--- src/rtl/twm_pkg.sv ---
// Shared types and constants for the windowed throughput meter.
`default_nettype none

package twm_pkg;

    // Widths of the arithmetic datapath.
    localparam int unsigned DATA_W = 32;
    localparam int unsigned DIV_CNT_W = 6;

    // Reset value of the update interval register, in nanoseconds.
    localparam logic [31:0] INTERVAL_RESET = 32'd500000000;

    // Scale factor that turns nanoseconds into 1/1024-second units after a >> 32.
    localparam logic [12:0] MISECS_FACTOR = 13'd4398;

    // Register indexes on the configuration port.
    localparam logic REG_UPDATE_INTERVAL = 1'b0;

    // One input sample.
    typedef struct packed {
        logic [47:0] total_bytes;
        logic [63:0] now_ns;
    } in_t;

    // One result.
    typedef struct packed {
        logic        rate_updated;
        logic [31:0] rate_kib_per_s;
        logic [31:0] mean_rate_kib_per_s;
    } out_t;

endpackage

`default_nettype wire

--- src/rtl/windowed_throughput_meter_top.sv ---
// Windowed throughput meter: sample sequencer, window memory and two dividers.
// Sequence: a first sample goes from idle straight to output, an ignored sample passes
// through compare, and a counted sample through compare, multiply, sum and 32 divide steps.
// One sample at a time: a new request is taken only once the result has been registered;
// the bit-serial dividers run in parallel for the windowed and the mean rate.
// Reset: asynchronous, active low; the window slots read as zero through per-slot valid bits.
`default_nettype none

module windowed_throughput_meter_top #(
    parameter int WINDOW_DEPTH = 8
) (
    input  wire logic          clk,
    input  wire logic          rst_n,
    // Sample channel.
    input  wire logic          in_valid,
    output logic               in_ready,
    input  wire twm_pkg::in_t  in_data,
    // Result channel.
    output logic               out_valid,
    input  wire logic          out_ready,
    output twm_pkg::out_t      out_data,
    // Configuration port.
    input  wire logic          psel,
    input  wire logic          penable,
    input  wire logic          pwrite,
    input  wire logic [2:0]    paddr,
    input  wire logic [31:0]   pwdata,
    output logic [31:0]        prdata,
    output logic               pready
);

    localparam int SLOT_W = (WINDOW_DEPTH > 1) ? $clog2(WINDOW_DEPTH) : 1;

    // Sequencer states.
    localparam logic [2:0] ST_IDLE = 3'd0;
    localparam logic [2:0] ST_CMP  = 3'd1;
    localparam logic [2:0] ST_MUL  = 3'd2;
    localparam logic [2:0] ST_SUM  = 3'd3;
    localparam logic [2:0] ST_DIV  = 3'd4;
    localparam logic [2:0] ST_OUT  = 3'd5;

    logic [2:0]              state_reg, state_next;
    logic                    started_reg, started_next;
    logic [31:0]             last_total_reg, last_total_next;
    logic [63:0]             last_time_reg, last_time_next;
    logic [31:0]             byte_sum_reg, byte_sum_next;
    logic [31:0]             time_sum_reg, time_sum_next;
    logic [SLOT_W-1:0]       slot_reg, slot_next;
    logic [WINDOW_DEPTH-1:0] valid_reg, valid_next;
    logic [31:0]             mean_reg, mean_next;
    logic [31:0]             interval_reg, interval_next;
    logic                    out_valid_reg, out_valid_next;
    twm_pkg::out_t           out_data_reg, out_data_next;

    logic [31:0]             total_lo_reg, total_lo_next;
    logic [63:0]             now_reg, now_next;
    logic [63:0]             dt_reg, dt_next;
    logic [31:0]             count_reg, count_next;
    logic [44:0]             prod_lo_reg, prod_lo_next;
    logic [31:0]             prod_hi_reg, prod_hi_next;
    logic [31:0]             misecs_reg, misecs_next;
    logic [31:0]             bsum_new_reg, bsum_new_next;
    logic [31:0]             tsum_new_reg, tsum_new_next;
    twm_pkg::out_t           res_reg, res_next;

    logic                    cfg_write;
    logic                    ram_we;
    logic [63:0]             ram_rdata;
    logic [31:0]             old_bytes;
    logic [31:0]             old_time;
    logic [31:0]             mean_bytes;
    logic [31:0]             mean_time;
    logic                    div_start;
    logic                    rate_done;
    logic                    mean_done;
    logic [31:0]             rate_quo;
    logic [31:0]             mean_quo;
    logic [31:0]             misecs_sum;

    // Configuration port: zero-wait APB, one register.
    assign pready    = 1'b1;
    assign cfg_write = psel && penable && pwrite;
    assign prdata    = (paddr[2] == twm_pkg::REG_UPDATE_INTERVAL) ? interval_reg : '0;

    // Window memory: byte count in the upper half, time in the lower half.
    twm_ram #(
        .WIDTH (64),
        .DEPTH (WINDOW_DEPTH),
        .ADDR_W(SLOT_W)
    ) u_window (
        .clk  (clk),
        .we   (ram_we),
        .waddr(slot_reg),
        .wdata({count_reg, misecs_reg}),
        .raddr(slot_reg),
        .rdata(ram_rdata)
    );

    // Slot contents; a slot never written since reset reads as zero.
    assign old_bytes  = valid_reg[slot_reg] ? ram_rdata[63:32] : '0;
    assign old_time   = valid_reg[slot_reg] ? ram_rdata[31:0] : '0;
    assign mean_bytes = bsum_new_reg - old_bytes;
    assign mean_time  = tsum_new_reg - old_time;
    assign misecs_sum = prod_hi_reg + 32'(prod_lo_reg[44:32]);
    assign div_start  = (state_reg == ST_SUM);
    assign ram_we     = (state_reg == ST_SUM);

    // Windowed rate before the oldest slot leaves.
    twm_div u_rate_div (
        .clk  (clk),
        .rst_n(rst_n),
        .start(div_start),
        .num  (bsum_new_reg),
        .den  (tsum_new_reg),
        .done (rate_done),
        .quo  (rate_quo)
    );

    // Mean rate after the oldest slot leaves.
    twm_div u_mean_div (
        .clk  (clk),
        .rst_n(rst_n),
        .start(div_start),
        .num  (mean_bytes),
        .den  (mean_time),
        .done (mean_done),
        .quo  (mean_quo)
    );

    assign in_ready  = (state_reg == ST_IDLE);
    assign out_valid = out_valid_reg;
    assign out_data  = out_data_reg;

    // Sample sequencer.
    always_comb
    begin
        state_next      = state_reg;
        started_next    = started_reg;
        last_total_next = last_total_reg;
        last_time_next  = last_time_reg;
        byte_sum_next   = byte_sum_reg;
        time_sum_next   = time_sum_reg;
        slot_next       = slot_reg;
        valid_next      = valid_reg;
        mean_next       = mean_reg;
        interval_next   = interval_reg;
        out_valid_next  = out_valid_reg;
        out_data_next   = out_data_reg;
        total_lo_next   = total_lo_reg;
        now_next        = now_reg;
        dt_next         = dt_reg;
        count_next      = count_reg;
        prod_lo_next    = prod_lo_reg;
        prod_hi_next    = prod_hi_reg;
        misecs_next     = misecs_reg;
        bsum_new_next   = bsum_new_reg;
        tsum_new_next   = tsum_new_reg;
        res_next        = res_reg;

        if (cfg_write && (paddr[2] == twm_pkg::REG_UPDATE_INTERVAL))
        begin
            interval_next = pwdata;
        end

        // The result register empties when the consumer takes it.
        if (out_valid_reg && out_ready)
        begin
            out_valid_next = 1'b0;
        end

        unique case (state_reg)
            ST_IDLE:
            begin
                if (in_valid)
                begin
                    total_lo_next = in_data.total_bytes[31:0];
                    now_next      = in_data.now_ns;
                    dt_next       = in_data.now_ns - last_time_reg;
                    if (!started_reg)
                    begin
                        // First sample only records the baseline.
                        started_next                 = 1'b1;
                        last_total_next              = in_data.total_bytes[31:0];
                        last_time_next               = in_data.now_ns;
                        res_next.rate_updated        = 1'b0;
                        res_next.rate_kib_per_s      = '0;
                        res_next.mean_rate_kib_per_s = mean_reg;
                        state_next                   = ST_OUT;
                    end
                    else
                    begin
                        state_next = ST_CMP;
                    end
                end
            end
            ST_CMP:
            begin
                count_next   = total_lo_reg - last_total_reg;
                prod_lo_next = 45'(dt_reg[31:0]) * 45'(twm_pkg::MISECS_FACTOR);
                prod_hi_next = dt_reg[63:32] * 32'(twm_pkg::MISECS_FACTOR);
                if (dt_reg > {32'd0, interval_reg})
                begin
                    state_next = ST_MUL;
                end
                else
                begin
                    res_next.rate_updated        = 1'b0;
                    res_next.rate_kib_per_s      = '0;
                    res_next.mean_rate_kib_per_s = mean_reg;
                    state_next                   = ST_OUT;
                end
            end
            ST_MUL:
            begin
                misecs_next   = misecs_sum;
                bsum_new_next = byte_sum_reg + count_reg;
                tsum_new_next = time_sum_reg + misecs_sum;
                state_next    = ST_SUM;
            end
            ST_SUM:
            begin
                // Retire the oldest slot and store the new one in its place.
                byte_sum_next        = mean_bytes;
                time_sum_next        = mean_time;
                valid_next[slot_reg] = 1'b1;
                slot_next            = (slot_reg == SLOT_W'(WINDOW_DEPTH - 1)) ?
                                       '0 : slot_reg + 1'b1;
                last_total_next      = total_lo_reg;
                last_time_next       = now_reg;
                state_next           = ST_DIV;
            end
            ST_DIV:
            begin
                if (rate_done)
                begin
                    res_next.rate_updated        = 1'b1;
                    res_next.rate_kib_per_s      = rate_quo;
                    res_next.mean_rate_kib_per_s = mean_quo;
                    mean_next                    = mean_quo;
                    state_next                   = ST_OUT;
                end
            end
            ST_OUT:
            begin
                if (!out_valid_reg || out_ready)
                begin
                    out_valid_next = 1'b1;
                    out_data_next  = res_reg;
                    state_next     = ST_IDLE;
                end
            end
            default:
            begin
                state_next = ST_IDLE;
            end
        endcase
    end

    // Control and architectural state.
    always_ff @(posedge clk or negedge rst_n)
    begin
        if (!rst_n)
        begin
            state_reg      <= ST_IDLE;
            started_reg    <= 1'b0;
            last_total_reg <= '0;
            last_time_reg  <= '0;
            byte_sum_reg   <= '0;
            time_sum_reg   <= '0;
            slot_reg       <= '0;
            valid_reg      <= '0;
            mean_reg       <= '0;
            interval_reg   <= twm_pkg::INTERVAL_RESET;
            out_valid_reg  <= 1'b0;
        end
        else
        begin
            state_reg      <= state_next;
            started_reg    <= started_next;
            last_total_reg <= last_total_next;
            last_time_reg  <= last_time_next;
            byte_sum_reg   <= byte_sum_next;
            time_sum_reg   <= time_sum_next;
            slot_reg       <= slot_next;
            valid_reg      <= valid_next;
            mean_reg       <= mean_next;
            interval_reg   <= interval_next;
            out_valid_reg  <= out_valid_next;
        end
    end

    // Datapath registers.
    always_ff @(posedge clk)
    begin
        out_data_reg <= out_data_next;
        total_lo_reg <= total_lo_next;
        now_reg      <= now_next;
        dt_reg       <= dt_next;
        count_reg    <= count_next;
        prod_lo_reg  <= prod_lo_next;
        prod_hi_reg  <= prod_hi_next;
        misecs_reg   <= misecs_next;
        bsum_new_reg <= bsum_new_next;
        tsum_new_reg <= tsum_new_next;
        res_reg      <= res_next;
    end

`ifndef NO_ASSERTIONS
    // Both dividers start together and must finish together.
    assert property (@(posedge clk) disable iff (!rst_n) rate_done |-> mean_done)
        else $error("rate and mean dividers finished out of step");

    // A result without an update carries no windowed rate.
    assert property (@(posedge clk) disable iff (!rst_n)
        (out_valid_reg && !out_data_reg.rate_updated) |-> (out_data_reg.rate_kib_per_s == '0))
        else $error("rate reported on a sample that did not update");

    // Every slot write advances the slot pointer.
    assert property (@(posedge clk) disable iff (!rst_n)
        ram_we |=> ((slot_reg != $past(slot_reg)) || (WINDOW_DEPTH == 1)))
        else $error("slot pointer did not advance after a window write");

    // Once the baseline is recorded it stays recorded.
    assert property (@(posedge clk) disable iff (!rst_n) started_reg |=> started_reg)
        else $error("started flag dropped without reset");
`endif

endmodule

`default_nettype wire

--- src/rtl/twm_ram.sv ---
// Generic single-port-write, registered-read synchronous RAM.
`default_nettype none

module twm_ram #(
    parameter int WIDTH = 64,
    parameter int DEPTH = 8,
    parameter int ADDR_W = (DEPTH > 1) ? $clog2(DEPTH) : 1
) (
    input  wire logic              clk,
    input  wire logic              we,
    input  wire logic [ADDR_W-1:0] waddr,
    input  wire logic [WIDTH-1:0]  wdata,
    input  wire logic [ADDR_W-1:0] raddr,
    output logic      [WIDTH-1:0]  rdata
);

    logic [WIDTH-1:0] mem [DEPTH];
    logic [WIDTH-1:0] rdata_reg;

    // Write port and registered read port.
    always_ff @(posedge clk)
    begin
        if (we)
        begin
            mem[waddr] <= wdata;
        end
        rdata_reg <= mem[raddr];
    end

    assign rdata = rdata_reg;

endmodule

`default_nettype wire

--- src/rtl/twm_div.sv ---
// Restoring 32-bit unsigned divider, one quotient bit per cycle, zero on a zero divisor.
`default_nettype none

module twm_div (
    input  wire logic                     clk,
    input  wire logic                     rst_n,
    input  wire logic                     start,
    input  wire logic [twm_pkg::DATA_W-1:0] num,
    input  wire logic [twm_pkg::DATA_W-1:0] den,
    output logic                          done,
    output logic [twm_pkg::DATA_W-1:0]    quo
);

    localparam int unsigned W = twm_pkg::DATA_W;

    logic                            busy_reg, busy_next;
    logic                            done_reg, done_next;
    logic [twm_pkg::DIV_CNT_W-1:0]   cnt_reg, cnt_next;
    logic [W-1:0]                    rem_reg, rem_next;
    logic [W-1:0]                    quo_reg, quo_next;
    logic [W-1:0]                    den_reg, den_next;
    logic                            den_zero_reg, den_zero_next;
    logic [W:0]                      shifted;
    logic [W:0]                      diff;
    logic                            fits;

    // One restoring step: shift in the next dividend bit and try to subtract.
    always_comb
    begin
        shifted = {rem_reg, quo_reg[W-1]};
        diff    = shifted - {1'b0, den_reg};
        fits    = (shifted >= {1'b0, den_reg});

        busy_next     = busy_reg;
        done_next     = 1'b0;
        cnt_next      = cnt_reg;
        rem_next      = rem_reg;
        quo_next      = quo_reg;
        den_next      = den_reg;
        den_zero_next = den_zero_reg;

        if (start)
        begin
            busy_next     = 1'b1;
            cnt_next      = twm_pkg::DIV_CNT_W'(W);
            rem_next      = '0;
            quo_next      = num;
            den_next      = den;
            den_zero_next = (den == '0);
        end
        else if (busy_reg)
        begin
            rem_next = fits ? diff[W-1:0] : shifted[W-1:0];
            quo_next = {quo_reg[W-2:0], fits};
            cnt_next = cnt_reg - 1'b1;
            if (cnt_reg == twm_pkg::DIV_CNT_W'(1))
            begin
                busy_next = 1'b0;
                done_next = 1'b1;
            end
        end
    end

    // Control state.
    always_ff @(posedge clk or negedge rst_n)
    begin
        if (!rst_n)
        begin
            busy_reg <= 1'b0;
            done_reg <= 1'b0;
            cnt_reg  <= '0;
        end
        else
        begin
            busy_reg <= busy_next;
            done_reg <= done_next;
            cnt_reg  <= cnt_next;
        end
    end

    // Datapath registers.
    always_ff @(posedge clk)
    begin
        rem_reg      <= rem_next;
        quo_reg      <= quo_next;
        den_reg      <= den_next;
        den_zero_reg <= den_zero_next;
    end

    assign done = done_reg;
    assign quo  = den_zero_reg ? '0 : quo_reg;

endmodule

`default_nettype wire

--- config.mk ---
export PLATFORM = sky130hd
export DESIGN_NAME = windowed_throughput_meter_top
export DESIGN_NICKNAME = d
export VERILOG_FILES = /design/src/rtl/twm_pkg.sv /design/src/rtl/windowed_throughput_meter_top.sv /design/src/rtl/twm_ram.sv /design/src/rtl/twm_div.sv
export SDC_FILE = /design/constraint.sdc
export NUM_CORES = 2
export LEC_CHECK = 0
export BUFFER_PORTS_ARGS = -buffer_cell sky130_fd_sc_hd__buf_2
export CAP_MARGIN = 0
export CORE_MARGIN = 1
export CORE_UTILIZATION = 30
export DETAILED_ROUTE_END_ITERATION = 8
export SLEW_MARGIN = 20
export SYNTH_ARGS = -nofsm -noshare
export SYNTH_HDL_FRONTEND = slang
export SYNTH_SLANG_ARGS = --single-unit
--- constraint.sdc ---
create_clock -name clk -period 8.06 [get_ports clk]
set_input_delay 2.418 -clock clk [delete_from_list [all_inputs] [get_ports clk]]
set_output_delay 2.418 -clock clk [all_outputs]
set_load 0.05 [all_outputs]
# Word level (Yosys, flattened, before mapping)
# Memory sizes are Yosys's and may differ from the RTL's. A register that Yosys moved wholly into a read port is not among the register bits.
# Cells that the tools add are included.
totals:
  register_bits: 942
  memories: 1
  ram_bits: 512
  in_bits: 154
  wordCells: 145
  output_inout_bits: 100
op_classes:
  n_bitwise: 2
  add_sub_neg: 12
  order_cmp: 5
  n_eq_ne: 13
  muxes: 51
  n_mul: 2
  n_reduce_logical: 20
memory_table:
  columns: ["name", "depth", "word_bits", "read_ports", "rd_ports_with_merged_regs", "write_ports", "line", "text"]
  rows:
  - ["u_window.mem", 8, 64, 1, 1, 1, "twm_ram.sv:17", "logic [WIDTH-1:0] mem [DEPTH];"]
ops:
  columns: ["op", "count"]
  rows:
  - ["32-bit two-way mux", 13]
  - ["65-bit two-way mux", 4]
  - ["65-bit one-hot mux with 3 select lines", 1]
  - ["32-bit subtractor", 5]
  - ["64-bit two-way mux", 2]
  - ["64-bit one-hot mux with 2 select lines", 1]
  - ["33-bit by 32-bit >= comparator with 1-bit output", 2]
  - ["32-bit adder", 2]
  - ["64-bit by 32-bit > comparator with 1-bit output", 1]
  - ["32-bit logical NOT", 2]
  - ["32-bit one-hot mux with 2 select lines", 1]
  - ["64-bit subtractor", 1]
  - ["32-bit by 12-bit multiplier with 44-bit output (second input constant)", 1]
  - ["32-bit by 13-bit adder with 32-bit output", 1]
  - ["32-bit by 12-bit multiplier with 31-bit output (second input constant)", 1]
  - ["6-bit two-way mux", 4]
  - ["3-bit two-way mux", 6]
  - ["3-bit one-hot mux with 6 select lines", 1]
  - ["1-bit two-way mux", 16]
  - ["6-bit by 1-bit equality test with 1-bit output (second input constant)", 2]
  - ["6-bit by 1-bit subtractor with 6-bit output (second input constant)", 2]
  - ["3-bit equality test (second input constant)", 3]
  - ["2-bit != test (second input constant)", 4]
  - ["8-bit OR", 1]
  - ["other kinds (18)", 28]

# Longest topological paths before layout
logic_depth:
  depth_word: 5
  depth_mapped: 23
  mapped_depth_nobuf: 23

# Modules after synthesis
# From an unflattened synthesis, not the netlist that was laid out.
hier_totals:
  hier_cells: 6561
  hier_area_um2: 80298.3
modules_own_cells:
  columns: ["mod", "cells_per_inst", "area_per_inst_um2", "seq_area_each_um2", "instances"]
  rows:
  - ["windowed_throughput_meter_top", 4466, 47282.8, 19895.3, 1]
  - ["twm_ram", 816, 20547.2, 16656.0, 1]
  - ["twm_div at u_rate_div", 655, 6348.6, 2792.7, 1]
  - ["twm_div at u_mean_div", 624, 6119.6, 2792.7, 1]

# Least setup slack after synthesis
# Ideal clock, no wire load.
synth_timing:
  path_kind: "input to register"
  from: "input port in_valid"
  to: "register res_reg[0] (netlist name), enable pin"
  setup_slack_ps: 144
  arrival_time_ps: 7330
  path_stages: 2
  setup_ps: 585
  required_ps: 7475
  path_buffers: 0
  cell_sequence: "a221oi_1 > a211oi_1"
synth_via:
  elab_chain_len: 2
synth_lines:
  columns: ["item", "line", "text"]
  rows:
  - ["start: declaration", "windowed_throughput_meter_top.sv:15", "input wire logic in_valid,"]
  - ["2-bit != test (no source line)", null, null]
  - ["5-bit AND reduction (no source line)", null, null]
  - ["end signal: assignment", "windowed_throughput_meter_top.sv:305", "res_reg <= res_next;"]
  - ["end: declaration", "windowed_throughput_meter_top.sv:64", "twm_pkg::out_t res_reg, res_next;"]
# No other way between the ends.
# A chain may end at the register's enable or synchronous reset.

# Worst setup path after layout
layout_timing:
  from: "register prod_lo_reg[34]"
  to: "register tsum_new_reg[31], data pin"
layout_via:
  elab_chain_len: 2
layout_lines:
  columns: ["item", "line", "text"]
  rows:
  - ["start: declaration", "windowed_throughput_meter_top.sv:59", "logic [44:0] prod_lo_reg, prod_lo_next;"]
  - ["start signal: assignment", "windowed_throughput_meter_top.sv:300", "prod_lo_reg <= prod_lo_next;"]
  - ["32-bit by 13-bit adder with 32-bit output", "windowed_throughput_meter_top.sv:104", "assign misecs_sum = prod_hi_reg + 32'(prod_lo_reg[44:32]);"]
  - ["named net misecs_sum[20]", "windowed_throughput_meter_top.sv:78", "logic [31:0] misecs_sum;"]
  - ["32-bit adder", "windowed_throughput_meter_top.sv:217", "tsum_new_next = time_sum_reg + misecs_sum;"]
  - ["end signal: assignment", "windowed_throughput_meter_top.sv:304", "tsum_new_reg <= tsum_new_next;"]
  - ["end: declaration", "windowed_throughput_meter_top.sv:63", "logic [31:0] tsum_new_reg, tsum_new_next;"]
# The timed path passes the listed nets, and every way through them passes these cells.

==> results.yml <==
logic_synthesis:
  synth_edf_count: 1104
  synth_xor_area_share_pct: 3.632
  yosys.area_share.simple_pct: 9.741
  synth_fa_ha_area_share_pct: 14.45
  synth_top_family_by_area: "adder cells"
  ys_ff_latch: 1487
  yosysSeqAreaShare_pct: 53.73
  syn_nets: 7780
  synth-compound-area-share_pct: 13.32
  yosys_warnings: 0
  synth_flop_cell: "edfxtp_1"
  netlist_area_sq_um: 78380
  ys_async_sr_fraction_pct: 17.15
  syn_inst: 6849
  synth.distinct_cells: 84
  avgSynthCellArea_sq_um: 11.44
  synth_mux_area_share_pct: 0.8126
clock_network:
  clockBufferDepth: 3
  cts-resized-gates: 0
  root_buffer: "clkbuf_16"
  path_clk_slew_ns: 0.07
  clock_latency_ns: 0.83
  ctsHoldBuffers: 0
  cts_setup_buffers: 0
  cts_sinks: 1487
  cts_tree: "done"
  htreeDepth: 4
  cts_buffers: 163
finish:
  final_common_cell: "edfxtp_1"
  nFillCells: 25510
  largest_reg_flops: 512
  layout_common_cells: "edfxtp_1 (1,104), nand2_1 (788), inv_1 (638)"
  final_nets: 7987
  drive_above_1_share_pct: 9.140
  syn2layout_area_growth_pct: 13.60
floorplan:
  initial_core_util_pct: 30.18
  ioPinCount: 254
  placementRows: 187
  core_sq_um: 259700
  dieArea_sq_um: 263300
  fp.dieH_um: 513.1
  die_w_um: 513.1
timing:
  fmax_ghz: 0.1602
  tightest_slew_ns: 1.126
  finalSetupTns_ns: 0
  period_needed_ns: 6.244
  period_share_pct: 77.46
  finClkSkew_ns: 0.07938
  setup_viol: 0
  hold_viol: 0
  rsz0062_at_grt: "false"
  maxSlewHeadroom_pct: 24.92
  drv_slew: 0
detailed_routing:
  dr.pass1.iters: 6
  drtAntennaViolNets: 0
  first_iter_violations: 3804
  finalWirelength_um: 193000
  drc_errors: 0
  wl_per_cell_um: 18.20
  vias: 52100
  vias_per_cell: 4.914
setup_path:
  crit_path_frequent_cell: "a21oi_1"
  cp-start-kind: "register"
  arrival_ns: 6.80
  slowest_stage: "a2111oi_0"
  critical_path_class: "register to register"
  cp-end-kind: "register"
  cp_cell_sequence: "ha_1 > a21o_1 > a21oi_1 > o21ai_0 > a21oi_1 > o21bai_1 > a21oi_1 > o21ai_0 > o21a_1 > o21ai_0 > xnor2_1 > ha_1 > nor3_1 > o211ai_1 > o31ai_1 > a21o_1 > a21oi_1 > a21oi_1 > nor2_1 > a2111oi_0 > a21oi_1 > xnor2_1"
  critPathMaxFanout: 6
  required_ns: 8.62
  max_stage_delay_ns: 0.80
grt:
  grt_max_degree: 167
  grt_pass1_vias: 51550
  antenna_found_initial: 22
  grt-ovfl-total: 0
  grt_usage_pct: 14.41
  grt_pass1_wl_um: 298900
placed_design:
  hpwl_um: 135700
  port_buffers: 234
  routabilityCongestion: 0.8760
outcome:
  status: "finished clean"
run:
  cap_viol_max_count: 0
worst_hold_path:
  hp-class: "register to register"
==> through the flow <==
| stage | setup slack [ns] | instance area (sq um) | hold slack, ns | utilization [%] | instances |
|---|---|---|---|---|---|
| CTS | 1.876 | 89030 | 0.4154 | 34.28 | 10600 |
| global route | 1.395 | 89030 | 0.4228 | 34.28 | 10600 |
| finish | 1.816 | 89040 | 0.4149 | 34.28 | 10600 |
| global placement | 1.893 | 83480 | 0.4071 | 32.14 | 10290 |
| floorplan | 0.1445 | 78380 | 0.4003 | - | 6849 |
| detailed placement | 1.899 | 83480 | 0.4045 | 32.14 | 10290 |
==> Yosys cell counts, types with 20 or more instances <==
cell         n  share of area [%]
edfxtp_1  1104                 42
nand2_1    789                3.8
inv_1      641                3.1
ha_1       563                9.0
a21oi_1    400                2.6
nor2_1     358                1.7
o21ai_0    296                1.9
a22oi_1    260                2.5
dfrtp_1    242                7.7
clkbuf_1   219                1.0
xnor2_1    219                2.4
fa_1       214                5.5
a21o_1     206                2.0
a31oi_1    134                1.1
dfxtp_1    128                3.3
nand4_1    125                1.0
xor2_1     106                1.2
nand3_1     74               0.47
nand2b_1    72               0.57
nor3_1      55               0.35
o21bai_1    52               0.50
and2_1      48               0.38
and3_1      46               0.37
nor2b_1     45               0.36
o21a_1      42               0.40
mux2_2      37               0.53
a211oi_1    29               0.28
o211ai_1    25               0.24
mux2i_1     22               0.28
buf_1       21               0.10
o31ai_1     20               0.19
==> path summary, 6_finish.rpt <==
| kind | startpoint | to | slack [ns] | cells after the start |
|---|---|---|---|---|
| worst min-delay path | res_reg[31] | out_data[31] | 0.41 | 0 |
| max in group asynchronous | rst_n | mean_reg[11] | 5.04 | 2 |
| worst max-delay path | prod_lo_reg[34] | tsum_new_reg[31] | 1.82 | 22 |
| worst max register to register | prod_lo_reg[34] | tsum_new_reg[31] | 1.82 | 22 |
| min in group asynchronous | rst_n | interval_reg[0] | 1.60 | 1 |
| worst min register to register | res_reg[31] | out_data[31] | 0.41 | 0 |
==> critical path: cells and delay by family, from the launching register on <==
kind                       cells  cell delay (ns)
AOI/OAI and AO/OA             16             4.21
adders and majority gates      2             0.62
xor gates and xnor gates       2             0.47
DFF                            1             0.39
and+or+nand+nor                2             0.30
==> cell type report <==
cell class	count	area [sq um]	share of cell area (%)
clock buffer	203	4339	4.873
inverter	641	2419	2.716
clock inverter	105	1216	1.366
sequential	1487	42110	47.30
multi-input combinational	4470	33030	37.09
timing repair buffer	293	1662	1.866
tap	3402	4257	4.781
antenna	3	7.507	0.008431
==> logic make-up after synthesis <==
group           after synthesis
flops                      1487
fa+ha+maj                   777
simple gates               1696
compound gates             1612
buf+inv                     892
xor+xnor                    325
other cells                   1
mux                          59
==> routing by layer <==
layer | part of all wire [%] | vias to the layer above | GRT usage (%) | wire length (um)
met3 | 6.1 | 263 | 2.252 | 11800
met1 | 47 | 25480 | 20.30 | 90120
met2 | 45 | 1398 | 22.85 | 86410
met4 | 2.4 | 4 | 3.978 | 4599
met5 | 0.015 | - | 0 | 29
li1 | - | 24960 | - | -
Power is not shown: default switching activity piles up to over one toggle a cycle in this logic, so the estimate is an artifact.
